--- src/bwt4_pkg.sv ---
package bwt4_pkg;

   localparam int unsigned DEF_MAX_VERTICES  = 4096;
   localparam int unsigned DEF_SLOTS         = 4;
   localparam int unsigned DEF_BONE_ID_BITS  = 8;

   localparam int unsigned WEIGHT_BITS = 17;
   localparam int unsigned BONE_BITS   = 8;
   localparam int unsigned VERTEX_BITS = 16;
   localparam int unsigned LIMIT_BITS  = 13;
   localparam int unsigned OUT_SLOTS   = 4;
   localparam int unsigned QUEUE_DEPTH = 2;

   localparam logic [WEIGHT_BITS-1:0] ONE_Q16        = 17'd65536;
   localparam logic [LIMIT_BITS-1:0]  LIMIT_RESET    = 13'd4096;
   localparam logic [WEIGHT_BITS-1:0] MIN_WEIGHT_RST = 17'd66;

   // register indexes on the csr port
   typedef enum logic [0:0] {
      CSR_VERTEX_LIMIT = 1'b0,
      CSR_MIN_WEIGHT   = 1'b1
   } bwt4_csr_index_type;

   typedef enum logic [1:0] {
      REQ_ADD     = 2'd0,
      REQ_READ    = 2'd1,
      REQ_CLEAR   = 2'd2,
      REQ_UNKNOWN = 2'd3
   } bwt4_req_code_type;

   typedef enum logic [2:0] {
      STS_PLACED     = 3'd0,
      STS_REPLACED   = 3'd1,
      STS_DISCARDED  = 3'd2,
      STS_BELOW      = 3'd3,
      STS_BAD_VERTEX = 3'd4,
      STS_READ_OK    = 3'd5,
      STS_CLEARED    = 3'd6,
      STS_SPARE      = 3'd7
   } bwt4_status_type;

   // what the back end has to do with a queued item
   typedef enum logic [1:0] {
      OP_ADD   = 2'd0,
      OP_READ  = 2'd1,
      OP_CLEAR = 2'd2,
      OP_REPLY = 2'd3
   } bwt4_op_type;

   typedef struct packed {
      bwt4_req_code_type        req_type;
      logic [VERTEX_BITS-1:0]   vertex_id;
      logic [BONE_BITS-1:0]     bone_id;
      logic [WEIGHT_BITS-1:0]   weight_in;
   } bwt4_req_item_type;

   typedef struct packed {
      bwt4_status_type          status;
      logic [WEIGHT_BITS-1:0]   norm_weight0;
      logic [WEIGHT_BITS-1:0]   norm_weight1;
      logic [WEIGHT_BITS-1:0]   norm_weight2;
      logic [WEIGHT_BITS-1:0]   norm_weight3;
      logic [BONE_BITS-1:0]     slot_bone0;
      logic [BONE_BITS-1:0]     slot_bone1;
      logic [BONE_BITS-1:0]     slot_bone2;
      logic [BONE_BITS-1:0]     slot_bone3;
   } bwt4_rsp_item_type;

   typedef struct packed {
      bwt4_op_type              op;
      bwt4_status_type          status;
      logic [VERTEX_BITS-1:0]   vertex;
      logic [BONE_BITS-1:0]     bone;
      logic [WEIGHT_BITS-1:0]   weight;
   } bwt4_cmd_type;

endpackage

--- src/bwt4_front.sv ---
module bwt4_front #(
   parameter int unsigned MAX_VERTICES = bwt4_pkg::DEF_MAX_VERTICES
) (
   input  logic                      clock,
   input  logic                      reset,
   input  logic                      req_push,
   output logic                      req_full,
   input  bwt4_pkg::bwt4_req_item_type req_item,
   input  logic                      csr_valid,
   output logic                      csr_ready,
   input  bwt4_pkg::bwt4_csr_index_type csr_index,
   input  logic [bwt4_pkg::WEIGHT_BITS-1:0] csr_data,
   input  logic                      wiping,
   input  logic                      q_full,
   output logic                      q_push,
   output bwt4_pkg::bwt4_cmd_type    q_data
);
   import bwt4_pkg::*;

   logic [LIMIT_BITS-1:0]  limit_ff;
   logic [WEIGHT_BITS-1:0] min_weight_ff;
   logic                   vertex_ok;
   logic [WEIGHT_BITS-1:0] w_sat;

   assign csr_ready = 1'b1;
   assign req_full  = q_full || wiping;
   assign q_push    = req_push && !req_full;

   // configuration registers
   always_ff @(posedge clock) begin
      if (reset) begin
         limit_ff      <= LIMIT_RESET;
         min_weight_ff <= MIN_WEIGHT_RST;
      end else if (csr_valid) begin
         unique case (csr_index)
            CSR_VERTEX_LIMIT: limit_ff      <= csr_data[LIMIT_BITS-1:0];
            CSR_MIN_WEIGHT:   min_weight_ff <= csr_data;
            default: ;
         endcase
      end
   end

   // classify the item; checks that need no table access are settled here
   always_comb begin
      vertex_ok = ({1'b0, req_item.vertex_id} < {4'b0, limit_ff}) &&
                  ({1'b0, req_item.vertex_id} < 17'(MAX_VERTICES));
      w_sat     = (req_item.weight_in > ONE_Q16) ? ONE_Q16 : req_item.weight_in;
      q_data.vertex = req_item.vertex_id;
      q_data.bone   = req_item.bone_id;
      q_data.weight = w_sat;
      q_data.op     = OP_REPLY;
      q_data.status = STS_DISCARDED;
      priority if (req_item.req_type == REQ_UNKNOWN) begin
         q_data.status = STS_DISCARDED;
      end else if (!vertex_ok) begin
         q_data.status = STS_BAD_VERTEX;
      end else if (req_item.req_type == REQ_ADD) begin
         if (w_sat < min_weight_ff) begin
            q_data.status = STS_BELOW;
         end else begin
            q_data.op = OP_ADD;
         end
      end else if (req_item.req_type == REQ_READ) begin
         q_data.op     = OP_READ;
         q_data.status = STS_READ_OK;
      end else begin
         q_data.op     = OP_CLEAR;
         q_data.status = STS_CLEARED;
      end
   end

endmodule

--- config.mk ---
export PLATFORM = sky130hd
export DESIGN_NAME = bwt4_front
export DESIGN_NICKNAME = d
export VERILOG_FILES = /design/src/bwt4_pkg.sv /design/src/bwt4_front.sv
export SDC_FILE = /design/constraint.sdc
export NUM_CORES = 1
export LEC_CHECK = 0
export ABC_CLOCK_PERIOD_IN_PS = 3700
export BUFFER_PORTS_ARGS = -buffer_cell sky130_fd_sc_hd__buf_2
export CAP_MARGIN = 0
export CORE_UTILIZATION = 45
export DETAILED_ROUTE_END_ITERATION = 8
export PLACE_DENSITY = 0.8
export SYNTH_ARGS = -nofsm -noshare
export SYNTH_HDL_FRONTEND = slang
export SYNTH_SLANG_ARGS = --single-unit
--- constraint.sdc ---
create_clock -name clock -period 3.7 [get_ports clock]
set_input_delay 0.74 -clock clock [delete_from_list [all_inputs] [get_ports clock]]
set_output_delay 0.74 -clock clock [all_outputs]
set_load 0.005 [all_outputs]
# Word-level counts from Yosys, hierarchy flattened
# Cells that the tools add are included.
[word_totals]
word_cells = 25
output_inout_bits = 49
register_bits = 30
[op_classes]
n_lt_le_gt_ge = 4
n_reduce_logical = 7
mux = 9
bitwise_logic = 1
n_eq_ne = 2
[ops]
columns = ["cell", "count"]
rows = [
  ["greater-than comparator 17 bit, second input constant", 1],
  ["less-than comparator 17 bit", 1],
  ["two-way mux 17 bit", 1],
  ["less-than comparator 16 x 13 -> 1 bit", 1],
  ["less-than comparator 16 x 13 -> 1 bit, second input constant", 1],
  ["two-way mux 5 bit", 2],
  ["two-way mux 2 bit", 3],
  ["two-way mux 3 bit", 2],
  ["AND reduction 2 bit", 2],
  ["equality test 2 x 1 -> 1 bit, second input constant", 1],
  ["equality test 2 bit, second input constant", 1],
  ["logical AND 1 bit", 2],
  ["zero test 2 bit", 1],
  ["zero test 1 bit", 1],
  ["logical OR 1 bit", 1],
  ["two-way mux 1 bit", 1],
  ["inverter 1 bit", 1],
]

# Logic depth before layout (Yosys ltp)
[logic_depth]
ltp_word = 7
mapped_depth = 10
ltp_nobuf = 9

# Worst setup path before layout
# Ideal clock, no wire load.
[synth_timing]
path_type = "input to output"
from = "in req_item[5] (netlist bit)"
to = "out q_data[41] (netlist bit)"
path_stages = 10
arrival_ps = 2734
path_slack_ps = 226
cell_sequence = "nor4_1 > a41oi_1 > clkbuf_1 > nor2b_1 > ha_1 > a21oi_1 > o21ai_0 > a2111oi_0 > o211a_1 > o21ba_1"
[synth_lines]
columns = ["item", "line", "text"]
rows = [
  ["start: declaration", "bwt4_front.sv:8", "input bwt4_pkg::bwt4_req_item_type req_item,"],
  ["end: declaration", "bwt4_front.sv:16", "output bwt4_pkg::bwt4_cmd_type q_data"],
]

==> impl_metrics.yaml <==
worst_setup_path:
  end_kind: "output port"
  worstPathArrival_ns: 3.11
  critPathLaunch: "req_item[2]"
  critical_path.max_stage_delay_ns: 0.37
  required_ns: 2.96
  worstPathMaxFanout: 5
  path_delay_family: "simple AND/OR/NAND/NOR gates"
  critPathBufInv: 3
  crit_type: "input port to output port"
  start_kind: "input port"
  crit_top_cell: "buf_6"
  critical_path.cell_chain: "buf_6 > nor4_4 > a41oi_2 > buf_6 > nor2b_2 > ha_1 > and4_1 > nand2_2 > a211o_1 > o211a_1 > or3_1 > buf_2"
  slowest_stage: "or3_1"
  rr_startpoint: "limit_ff[12]$_SDFFE_PP1P_"
finish:
  area_growth_pct: 35.6
  nets: 470
  fill_cells: 379
  mostFrequentLayoutCell: "buf_2"
  final_cell_mix: "buf_2, nand2_1, a21oi_1, inv_1, dfxtp_1"
  antenna_cells: 0
  drive_above_1_share: 0.396
  utilization: 0.654
drt:
  wl_per_cell_um: 13.3
  firstDrtPassIters: 4
  drc: 0
  num_vias: 2191
  ant_nets: 0
  via_per_inst: 5.12
  wirelength_um: 5680
  first_iter_violations: 67
synthesis:
  synth.distinct_cells: 34
  syn_nets: 389
  netlist_area_mm2: 0.00217
  async_reset_ff_frac: 0
  synth_edf_count: 0
  ys_seq_area_frac: 0.276
  synth_cells: 294
  ys_warn_count: 0
  synth_area_per_cell_um2: 7.39
  synth_flop_cell: "dfxtp_1"
  ys_ff_latch: 30
sta:
  hold_viol: 0
  fmax_mhz: 260
  setup_viol: 3
  slew_violations: 0
  period_share: 1.04
  slew_headroom: 0.419
  rsz0062_at_grt: "true"
  fin_ws_ns: -0.150
  fin_skew_ns: 0
  fin_crit_ns: 3.85
  worstMarginPinSlew_ns: 0.870
die:
  die_w_um: 71.5
  coreArea_mm2: 0.00450
  start_util: 0.482
  num_io_pins: 116
  die_height_um: 71.5
  die_area_mm2: 0.00511
  num_rows: 24
pwr:
  p_total_w: 0.000852
  ir_drop_uv: 213
  power_density_mw_per_mm2: 289
  p_leak_nw: 1.37
clock_tree:
  postCtsHoldBufs: 0
  ctsLongestPathBuffers: 2
  cts_max_level: 2
  clockRootBuffer: "clkbuf_8"
  cts_inserted_buffers: 5
  path_clk_slew_ns: 0.06
  cts_sinks: 30
  worstSkewPairLatency_ns: 0.28
  cts_tree: "done"
outcome:
  status: "finished, violations left"
  violations: "negative setup slack"
global_routing:
  grtUsageTotal: 0.192
  grt_pass1_wl_um: 7910
  grt_max_degree: 31
  overflow: 0
  antenna_found_initial: 0
  grt_pass1_vias: 1981
hold_path:
  min_path_type: "flop to flop"
  hold_start: "limit_ff[2]$_SDFFE_PP0P_"
placement:
  dp_hpwl_um: 3850
  post-place-ws_ns: -0.242
  io_buffer_count: 98
  gp_congestion: 0.781
job:
  cap_violations: 0
[layout make-up]
| cell class | instances | area [um^2] | share of cell area |
|---|---|---|---|
| clock buffers | 7 | 86.3 | 0.0293 |
| clock inverters | 1 | 5.00 | 0.00170 |
| inverters | 30 | 113 | 0.0382 |
| multi-input cells | 199 | 1460 | 0.496 |
| flip-flops and latches | 30 | 601 | 0.204 |
| well taps | 52 | 65.1 | 0.0221 |
| repair buffers | 109 | 616 | 0.209 |
[cell families (layout without fill, tap and decap cells)]
group	count (synthesis)	count (layout)	synth area share
fa+ha+maj	28	28	0.161
other cells	1	1	0.00173
flops	30	30	0.276
buf+inv	65	147	0.155
compound gates	56	56	0.151
simple gates	114	114	0.254
[Yosys cell counts (all sizes together), types with 2 or more instances]
library cell | number | area, um^2
ha | 28 | 350
clkbuf | 10 | 37.5
and4 | 4 | 35.0
nand2 | 68 | 255
a211oi | 2 | 20.0
nand3 | 4 | 20.0
a211o | 2 | 17.5
buf | 25 | 188
or3 | 2 | 12.5
a21oi | 38 | 190
nor2 | 3 | 11.3
nand3b | 2 | 15.0
dfxtp | 30 | 601
nor4 | 4 | 31.3
o21ai | 7 | 38.8
inv | 30 | 113
or2 | 2 | 12.5
nand2b | 2 | 12.5
nor2b | 19 | 119
[layer usage]
layer	GRT usage	vias to the layer above	wire [um]
li1	-	1107	-
met1	0.230	994	2310
met5	0	-	0
met4	0.0654	0	189
met3	0.0422	20	259
met2	0.342	70	2930
[state kept, by name, summed over array words and instances (netlist names)]
name / flops
min_weight_ff: 17
limit_ff: 13
[report_power, final]
part	internal (W)	leakage, nW	total (W)	switching, W
Combinational	0.000116	1.08	0.000238	0.000122
Sequential	0.000339	0.246	0.000346	0.00000754
Clock	0.000150	0.0482	0.000267	0.000118
[through the flow]
stage | cell area [um^2] | TNS (ns) | hold WS, ns | instances
detailed placement | 2550 | -0.676 | 0.447 | 415
floorplan | 2170 | 0 | 0.432 | 294
finish | 2950 | -0.373 | 0.454 | 428
global placement | 2550 | -0.226 | 0.442 | 415
CTS | 2680 | -0.0134 | 0.455 | 424
global route | 2950 | -0.603 | 0.474 | 428
[worst paths after layout]
kind	to	slack, ns	cells after the start
hold / removal	limit_ff[2]$_SDFFE_PP0P_	0.45	2
setup / recovery	q_data[44]	-0.15	12
hold reg to reg	limit_ff[2]$_SDFFE_PP0P_	0.45	2
setup reg to reg	limit_ff[12]$_SDFFE_PP1P_	2.90	3
[worst reg2reg max path, delay by kind of cell (launching register included)]
| kind | cells | cell delay (ns) |
|---|---|---|
| flops | 1 | 0.30 |
| compound gates | 1 | 0.28 |
| buf+inv | 1 | 0.07 |
| simple gates | 1 | 0.05 |
[what timing repair did]
action / in CTS / in global routing
pin swaps: 6 / 18
cloned: 1 / 0
endpoints found under the setup margin: 3 / 3
resized for setup: 12 / 45
buffers inserted: 0 / 4
Power figures use the tool's default switching activity.
