===== src/bwt4_pkg.sv =====
package bwt4_pkg;

   localparam int unsigned DEF_MAX_VERTICES  = 4096;
   localparam int unsigned DEF_SLOTS         = 4;
   localparam int unsigned DEF_BONE_ID_BITS  = 8;

   localparam int unsigned WEIGHT_BITS = 17;
   localparam int unsigned BONE_BITS   = 8;
   localparam int unsigned VERTEX_BITS = 16;
   localparam int unsigned LIMIT_BITS  = 13;
   localparam int unsigned OUT_SLOTS   = 4;
   localparam int unsigned QUEUE_DEPTH = 2;

   localparam logic [WEIGHT_BITS-1:0] ONE_Q16        = 17'd65536;
   localparam logic [LIMIT_BITS-1:0]  LIMIT_RESET    = 13'd4096;
   localparam logic [WEIGHT_BITS-1:0] MIN_WEIGHT_RST = 17'd66;

   // register indexes on the csr port
   typedef enum logic [0:0] {
      CSR_VERTEX_LIMIT = 1'b0,
      CSR_MIN_WEIGHT   = 1'b1
   } bwt4_csr_index_type;

   typedef enum logic [1:0] {
      REQ_ADD     = 2'd0,
      REQ_READ    = 2'd1,
      REQ_CLEAR   = 2'd2,
      REQ_UNKNOWN = 2'd3
   } bwt4_req_code_type;

   typedef enum logic [2:0] {
      STS_PLACED     = 3'd0,
      STS_REPLACED   = 3'd1,
      STS_DISCARDED  = 3'd2,
      STS_BELOW      = 3'd3,
      STS_BAD_VERTEX = 3'd4,
      STS_READ_OK    = 3'd5,
      STS_CLEARED    = 3'd6,
      STS_SPARE      = 3'd7
   } bwt4_status_type;

   // what the back end has to do with a queued item
   typedef enum logic [1:0] {
      OP_ADD   = 2'd0,
      OP_READ  = 2'd1,
      OP_CLEAR = 2'd2,
      OP_REPLY = 2'd3
   } bwt4_op_type;

   typedef struct packed {
      bwt4_req_code_type        req_type;
      logic [VERTEX_BITS-1:0]   vertex_id;
      logic [BONE_BITS-1:0]     bone_id;
      logic [WEIGHT_BITS-1:0]   weight_in;
   } bwt4_req_item_type;

   typedef struct packed {
      bwt4_status_type          status;
      logic [WEIGHT_BITS-1:0]   norm_weight0;
      logic [WEIGHT_BITS-1:0]   norm_weight1;
      logic [WEIGHT_BITS-1:0]   norm_weight2;
      logic [WEIGHT_BITS-1:0]   norm_weight3;
      logic [BONE_BITS-1:0]     slot_bone0;
      logic [BONE_BITS-1:0]     slot_bone1;
      logic [BONE_BITS-1:0]     slot_bone2;
      logic [BONE_BITS-1:0]     slot_bone3;
   } bwt4_rsp_item_type;

   typedef struct packed {
      bwt4_op_type              op;
      bwt4_status_type          status;
      logic [VERTEX_BITS-1:0]   vertex;
      logic [BONE_BITS-1:0]     bone;
      logic [WEIGHT_BITS-1:0]   weight;
   } bwt4_cmd_type;

endpackage


===== src/bwt4_queue.sv =====
module bwt4_queue (
   input  logic                  clock,
   input  logic                  reset,
   input  logic                  push,
   input  bwt4_pkg::bwt4_cmd_type push_data,
   output logic                  full,
   input  logic                  pop,
   output logic                  empty,
   output bwt4_pkg::bwt4_cmd_type head
);
   import bwt4_pkg::*;

   localparam int unsigned PtrBits = (QUEUE_DEPTH > 1) ? $clog2(QUEUE_DEPTH) : 1;

   bwt4_cmd_type              entry_ff [QUEUE_DEPTH];
   logic [PtrBits-1:0]        wr_ptr_ff, wr_ptr_in;
   logic [PtrBits-1:0]        rd_ptr_ff, rd_ptr_in;
   logic [PtrBits:0]          count_ff, count_in;
   logic                      do_push, do_pop;

   assign full    = (count_ff == (PtrBits+1)'(QUEUE_DEPTH));
   assign empty   = (count_ff == '0);
   assign head    = entry_ff[rd_ptr_ff];
   assign do_push = push && !full;
   assign do_pop  = pop && !empty;

   // pointer and fill count
   always_comb begin
      wr_ptr_in = wr_ptr_ff;
      rd_ptr_in = rd_ptr_ff;
      count_in  = count_ff;
      if (do_push) begin
         wr_ptr_in = (wr_ptr_ff == PtrBits'(QUEUE_DEPTH-1)) ? '0 : wr_ptr_ff + 1'b1;
      end
      if (do_pop) begin
         rd_ptr_in = (rd_ptr_ff == PtrBits'(QUEUE_DEPTH-1)) ? '0 : rd_ptr_ff + 1'b1;
      end
      if (do_push && !do_pop) begin
         count_in = count_ff + 1'b1;
      end else if (do_pop && !do_push) begin
         count_in = count_ff - 1'b1;
      end
   end

   always_ff @(posedge clock) begin
      if (reset) begin
         wr_ptr_ff <= '0;
         rd_ptr_ff <= '0;
         count_ff  <= '0;
      end else begin
         wr_ptr_ff <= wr_ptr_in;
         rd_ptr_ff <= rd_ptr_in;
         count_ff  <= count_in;
      end
   end

   always_ff @(posedge clock) begin
      if (do_push) begin
         entry_ff[wr_ptr_ff] <= push_data;
      end
   end

endmodule


===== config.mk =====
export PLATFORM = sky130hd
export DESIGN_NAME = bwt4_queue
export DESIGN_NICKNAME = d
export VERILOG_FILES = /design/src/bwt4_pkg.sv /design/src/bwt4_queue.sv
export SDC_FILE = /design/constraint.sdc
export NUM_CORES = 1
export LEC_CHECK = 0
export BUFFER_PORTS_ARGS = -buffer_cell sky130_fd_sc_hd__buf_2
export CORE_MARGIN = 3
export CORE_UTILIZATION = 35
export CTS_CLUSTER_SIZE = 28
export DETAILED_ROUTE_END_ITERATION = 8
export GPL_ROUTABILITY_DRIVEN = 0
export PLACE_DENSITY = 0.55
export SYNTH_ARGS = -nofsm -noshare
export SYNTH_HDL_FRONTEND = slang
export SYNTH_SLANG_ARGS = --single-unit

===== constraint.sdc =====
create_clock -name clock -period 2.5 [get_ports clock]
set_input_delay 0.125 -clock clock [delete_from_list [all_inputs] [get_ports clock]]
set_output_delay 0.125 -clock clock [all_outputs]
set_load 0.02 [all_outputs]

Yosys cells after proc, flatten, opt, wreduce, memory -nomap -nowiden
Memories as Yosys holds them, arrays and structs flattened. A register that Yosys moved wholly into a read port is not among the register bits. Index checks and enable logic that the tools add are counted. W data, S select, Z words.

Word-level logic and storage cells: 27. Memories: 1. Bits of input ports: 50. Memory bits (writable): 92. Flip-flop bits (word level): 4. Output and inout port bits: 48.

Mux-type cells: 8. Eq/ne operators: 1. Reduce and logical (&&, ||, !) cells: 10. Add/subtract/negate cells: 4.

Memories: entry_ff (words 2, bits a word 46, read ports 1, clocked after memory_dff 1, wr ports 1, RTL line bwt4_queue.sv:15) `bwt4_cmd_type entry_ff [QUEUE_DEPTH];`.

Operators with widths (count): $mux W1 (6); $logic_and A1 B1 Y1 (4); $logic_not A1 Y1 (4); $mux W2 (2); $add A1 B1 Y1 const B (2); $add A2 B1 Y2 const B (1); $eq A2 B2 Y1 const B (1); $logic_not A2 Y1 (1); $reduce_bool A2 Y1 (1); $sub A2 B1 Y2 const B (1).

Logic depth before layout (Yosys ltp)
Depth after elaboration: 7. Gate-level depth with buffers: 6. Gate-level depth less buffers: 6.

Least setup slack after synthesis
No wires, ideal clock.

Kind: register -> register. Start: register count_ff[1]. End: memory entry_ff[1][0] in the netlist's numbering (enable). Setup slack: 323 ps. Period minus slack after synthesis: 2177 ps. Setup time: 408 ps. Required time: 2092 ps. Path buffers: 0. Arrival: 1769 ps. Stages on the path, launching flop included: 4. Cells stage by stage: dfxtp_1 > nor2b_2 > nor2_1 > and2_1.

Longest elaborated chain between the ends: 5.

RTL lines: start: declaration (RTL line bwt4_queue.sv:18) `logic [PtrBits:0] count_ff, count_in;`; start signal: assignment (RTL line bwt4_queue.sv:53) `count_ff <= count_in;`; $eq A2 B2 Y1 (RTL line bwt4_queue.sv:21) `assign full = (count_ff == (PtrBits+1)'(QUEUE_DEPTH));`; named net full (RTL line bwt4_queue.sv:6) `output logic full,`; $logic_not A1 Y1 (RTL line bwt4_queue.sv:24) `assign do_push = push && !full;`; $logic_and A1 B1 Y1 (RTL line bwt4_queue.sv:24); named net do_push (RTL line bwt4_queue.sv:19) `logic do_push, do_pop;`; $mux W1 (RTL line bwt4_queue.sv:58) `if (do_push) begin`; $mux W1 (not written as such) (RTL line bwt4_queue.sv:59) `entry_ff[wr_ptr_ff] <= push_data;`; end: declaration (RTL line bwt4_queue.sv:15).

The timed path passes the listed nets, and every way through them passes these cells.

Worst setup path after layout
Start: register count_ff[0]. End: memory entry_ff[0][7] in the netlist's numbering (enable).

Longest elaborated chain between the ends: 5.

RTL lines (RTL line): $eq A2 B2 Y1 (bwt4_queue.sv:21); $logic_not A1 Y1 (bwt4_queue.sv:24); $logic_and A1 B1 Y1 (bwt4_queue.sv:24); $mux W1 (bwt4_queue.sv:58); $mux W1 (not written as such) (bwt4_queue.sv:59).

No other way between the ends.

==> impl_metrics.ini <==
[logic_synthesis]
ys_types = 14
yosys-top-cells-area = edfxtp_1 78%, mux2_2 15%, dfxtp_1 2.8%
synthArstFlopShare_pct = 0
synth_most_common_cell = edfxtp_1
synth_top_cell_area_share_pct = 78.2
synth_common_cells = 92 x edfxtp_1, 46 x mux2_2, 5 x dfxtp_1, 5 x nor2_1, 4 x buf_4
synth_ff_type = edfxtp_1
synth.largest_area_cell = edfxtp_1
yosysWarningCount = 0
synth_area_um2 = 3530
syn_avg_cell_area_um2 = 21.0
syn_nets = 219
yosysSeqAreaShare_pct = 81.0
syn_inst = 168
synth_edf_count = 92
ys_ff_latch = 97

[global_routing]
grt_max_degree = 47
grt_usage_pct = 12.4
grt_pass1_wl_mm = 10.6
grt_overflow = 0
antenna_found_initial = 0
grt_pass1_vias = 2170

[floorplan]
placementRows = 36
io_pins = 98
die_w_um = 106
start_util_pct = 36.1
die-area_um2 = 11300
core_um2 = 9770
die_h_um = 106

[pwr]
comb_power_share_pct = 31.4
clkPwrFrac_pct = 21.4
p_sw_uw = 1370
swShare_pct = 30.8
vdd_drop_max_mv = 0.347
fin_total_pwr_uw = 4440
leakage_uw = 0.00184
p_seq_share_pct = 47.3
internal_power_uw = 3070
power.density_nw_per_um2 = 910

[worst_setup_path]
worstRegToRegCells = 4
cp_num_buf_inv = 2
crit_fanout = 17
cpPeakStageDelay_ns = 0.43
arrival_ns = 1.80
worstPathCellList = nor2b_2 > or3_1 > inv_2 > buf_4
crit_family = buffers and inverters
worstSetupStartpointType = register
cpMaxStageDelayCell = dfxtp_1
r2r_slack_ns = 0.76
endpoint_kind = register
criticalPathCategory = reg2reg
rr_startpoint = count_ff[0]
crit_required_ns = 2.56
r2r-end = entry_ff[0][7]

[min_path]
worstHoldEndpoint = wr_ptr_ff
hold_path_depth = 4
min_from = push
hp-class = in2reg

[timing]
final_hold_viol_count = 0
fin_hold_ws_ns = 0.149
slew_violations = 0
setup_viol = 0
setup_ws_ns = 0.759
finalClockSkew_ns = 0.00837
worst-slew-pin-transition_ns = 0.396
slew_headroom_pct = 73.6
period_share_pct = 69.6
fmax_mhz = 574
period_minus_slack_ns = 1.74
rsz0062_at_grt = false
tns_ns = 0

[cts]
htree_levels = 3
cts.sinks = 97
cts_setup_buffers = 0
cts_tree = yes
clockBufferDepth = 2
holdBufCountCts = 47
insertion_delay_ns = 0.35
cts.repair.resized = 0
clk_pin_slew_ns = 0.09
root_buffer = clkbuf_8
cts_made_buffers = 9

[route]
drt-total-wl_mm = 6.62
avgRoutedWirePerCell_um = 14.4
via_per_inst = 4.34
vias = 2003
ant_nets = 0
drc = 0
drt-initial-drc-count = 68
dr.pass1.iters = 4

[placed_design]
port_buffers = 97
dp_slack_ns = 0.740
hpwl_mm = 4.15

[finish]
num-nets-final = 374
diodes = 0
utilization_pct = 49.9
syn2layout_area_growth_pct = 38.0
drive_gt1_share_pct = 51.2

[flow_run]
cap_violations = 0

[status]
status = complete, no violations
tightest hold or removal path: stages:
cell and delay, ns:
buf_2 0.07, inv_1 0.04, o21ai_0 0.15, a21oi_1 0.06
logic make-up after synthesis:
logic type,Yosys count,synth area share [%]
DFF,97,81.0
muxes,46,14.7
and+or+nand+nor,9,1.31
buffers and inverters,7,1.20
AOI/OAI and AO/OA,5,0.708
xor gates and xnor gates,3,0.744
adders and majority gates,1,0.354
state kept, by name, summed over array words and instances, names as in the netlist, named ones only:
register   cells
count_ff       2
entry_ff      92
wr_ptr_ff      1
rd_ptr_ff      1
cells in the final DEF (no fill, tap or decap):
| master | instances |
|---|---|
| clkinvlp_4 | 1 |
| ha_1 | 1 |
| xor2_1 | 3 |
| dlygate4sd3_1 | 47 |
| and2_2 | 1 |
| clkinv_4 | 1 |
| inv_1 | 1 |
| nor2b_2 | 1 |
| buf_12 | 2 |
| buf_2 | 97 |
| dfxtp_2 | 1 |
| or3_1 | 2 |
| o21ai_0 | 3 |
| clkbuf_8 | 12 |
| buf_4 | 3 |
| a21oi_1 | 2 |
| mux2_2 | 46 |
| clkinv_2 | 2 |
| nor2_1 | 5 |
| dfxtp_1 | 4 |
| edfxtp_1 | 92 |
| inv_2 | 1 |
layer usage:
layer	track usage [%]	vias to the layer above	wire (µm)
li1	-	962	-
met1	14.1	980	2640
met2	21.8	48	3580
met3	2.25	13	240
met4	6.85	0	165
met5	0	-	0
layout make-up:
type / instances / area [µm²]
clock buffers: 12 / 165
clock inverters: 4 / 26.3
fillers: 855 / 4900
inverters: 2 / 7.51
multi-input cells: 64 / 629
flip-flops and latches: 97 / 2860
well taps: 133 / 166
repair buffers: 149 / 1020
how the worst max path moves through the flow:
stage | startpoint | end | slack [ns] | cells past startpoint
after floorplan | count_ff[1] | entry_ff[1][0] | 0.32 | 3
after global placement | count_ff[1] | entry_ff[0][45] | 0.77 | 4
after detailed placement | count_ff[0] | entry_ff[0][7] | 0.74 | 4
after CTS | count_ff[0] | entry_ff[0][7] | 0.72 | 4
after global routing | count_ff[0] | entry_ff[0][7] | 0.64 | 4
final | count_ff[0] | entry_ff[0][7] | 0.76 | 4
power by group through the flow:
stage / clock, µW / combinational, µW / sequential, µW
after floorplan: 0 / 931 / 2130
after global placement: 0 / 1360 / 2130
after detailed placement: 0 / 1360 / 2140
after CTS: 991 / 1430 / 2100
after global routing: 1050 / 1510 / 2120
final: 948 / 1390 / 2100
through the flow:
| stage | cell area (µm²) | cells |
|---|---|---|
| final | 4880 | 461 |
| after global routing | 4880 | 461 |
| after global placement | 4220 | 398 |
| after detailed placement | 4220 | 398 |
| after floorplan | 3530 | 168 |
| after CTS | 4880 | 461 |
(Power assumes the default switching activity.)
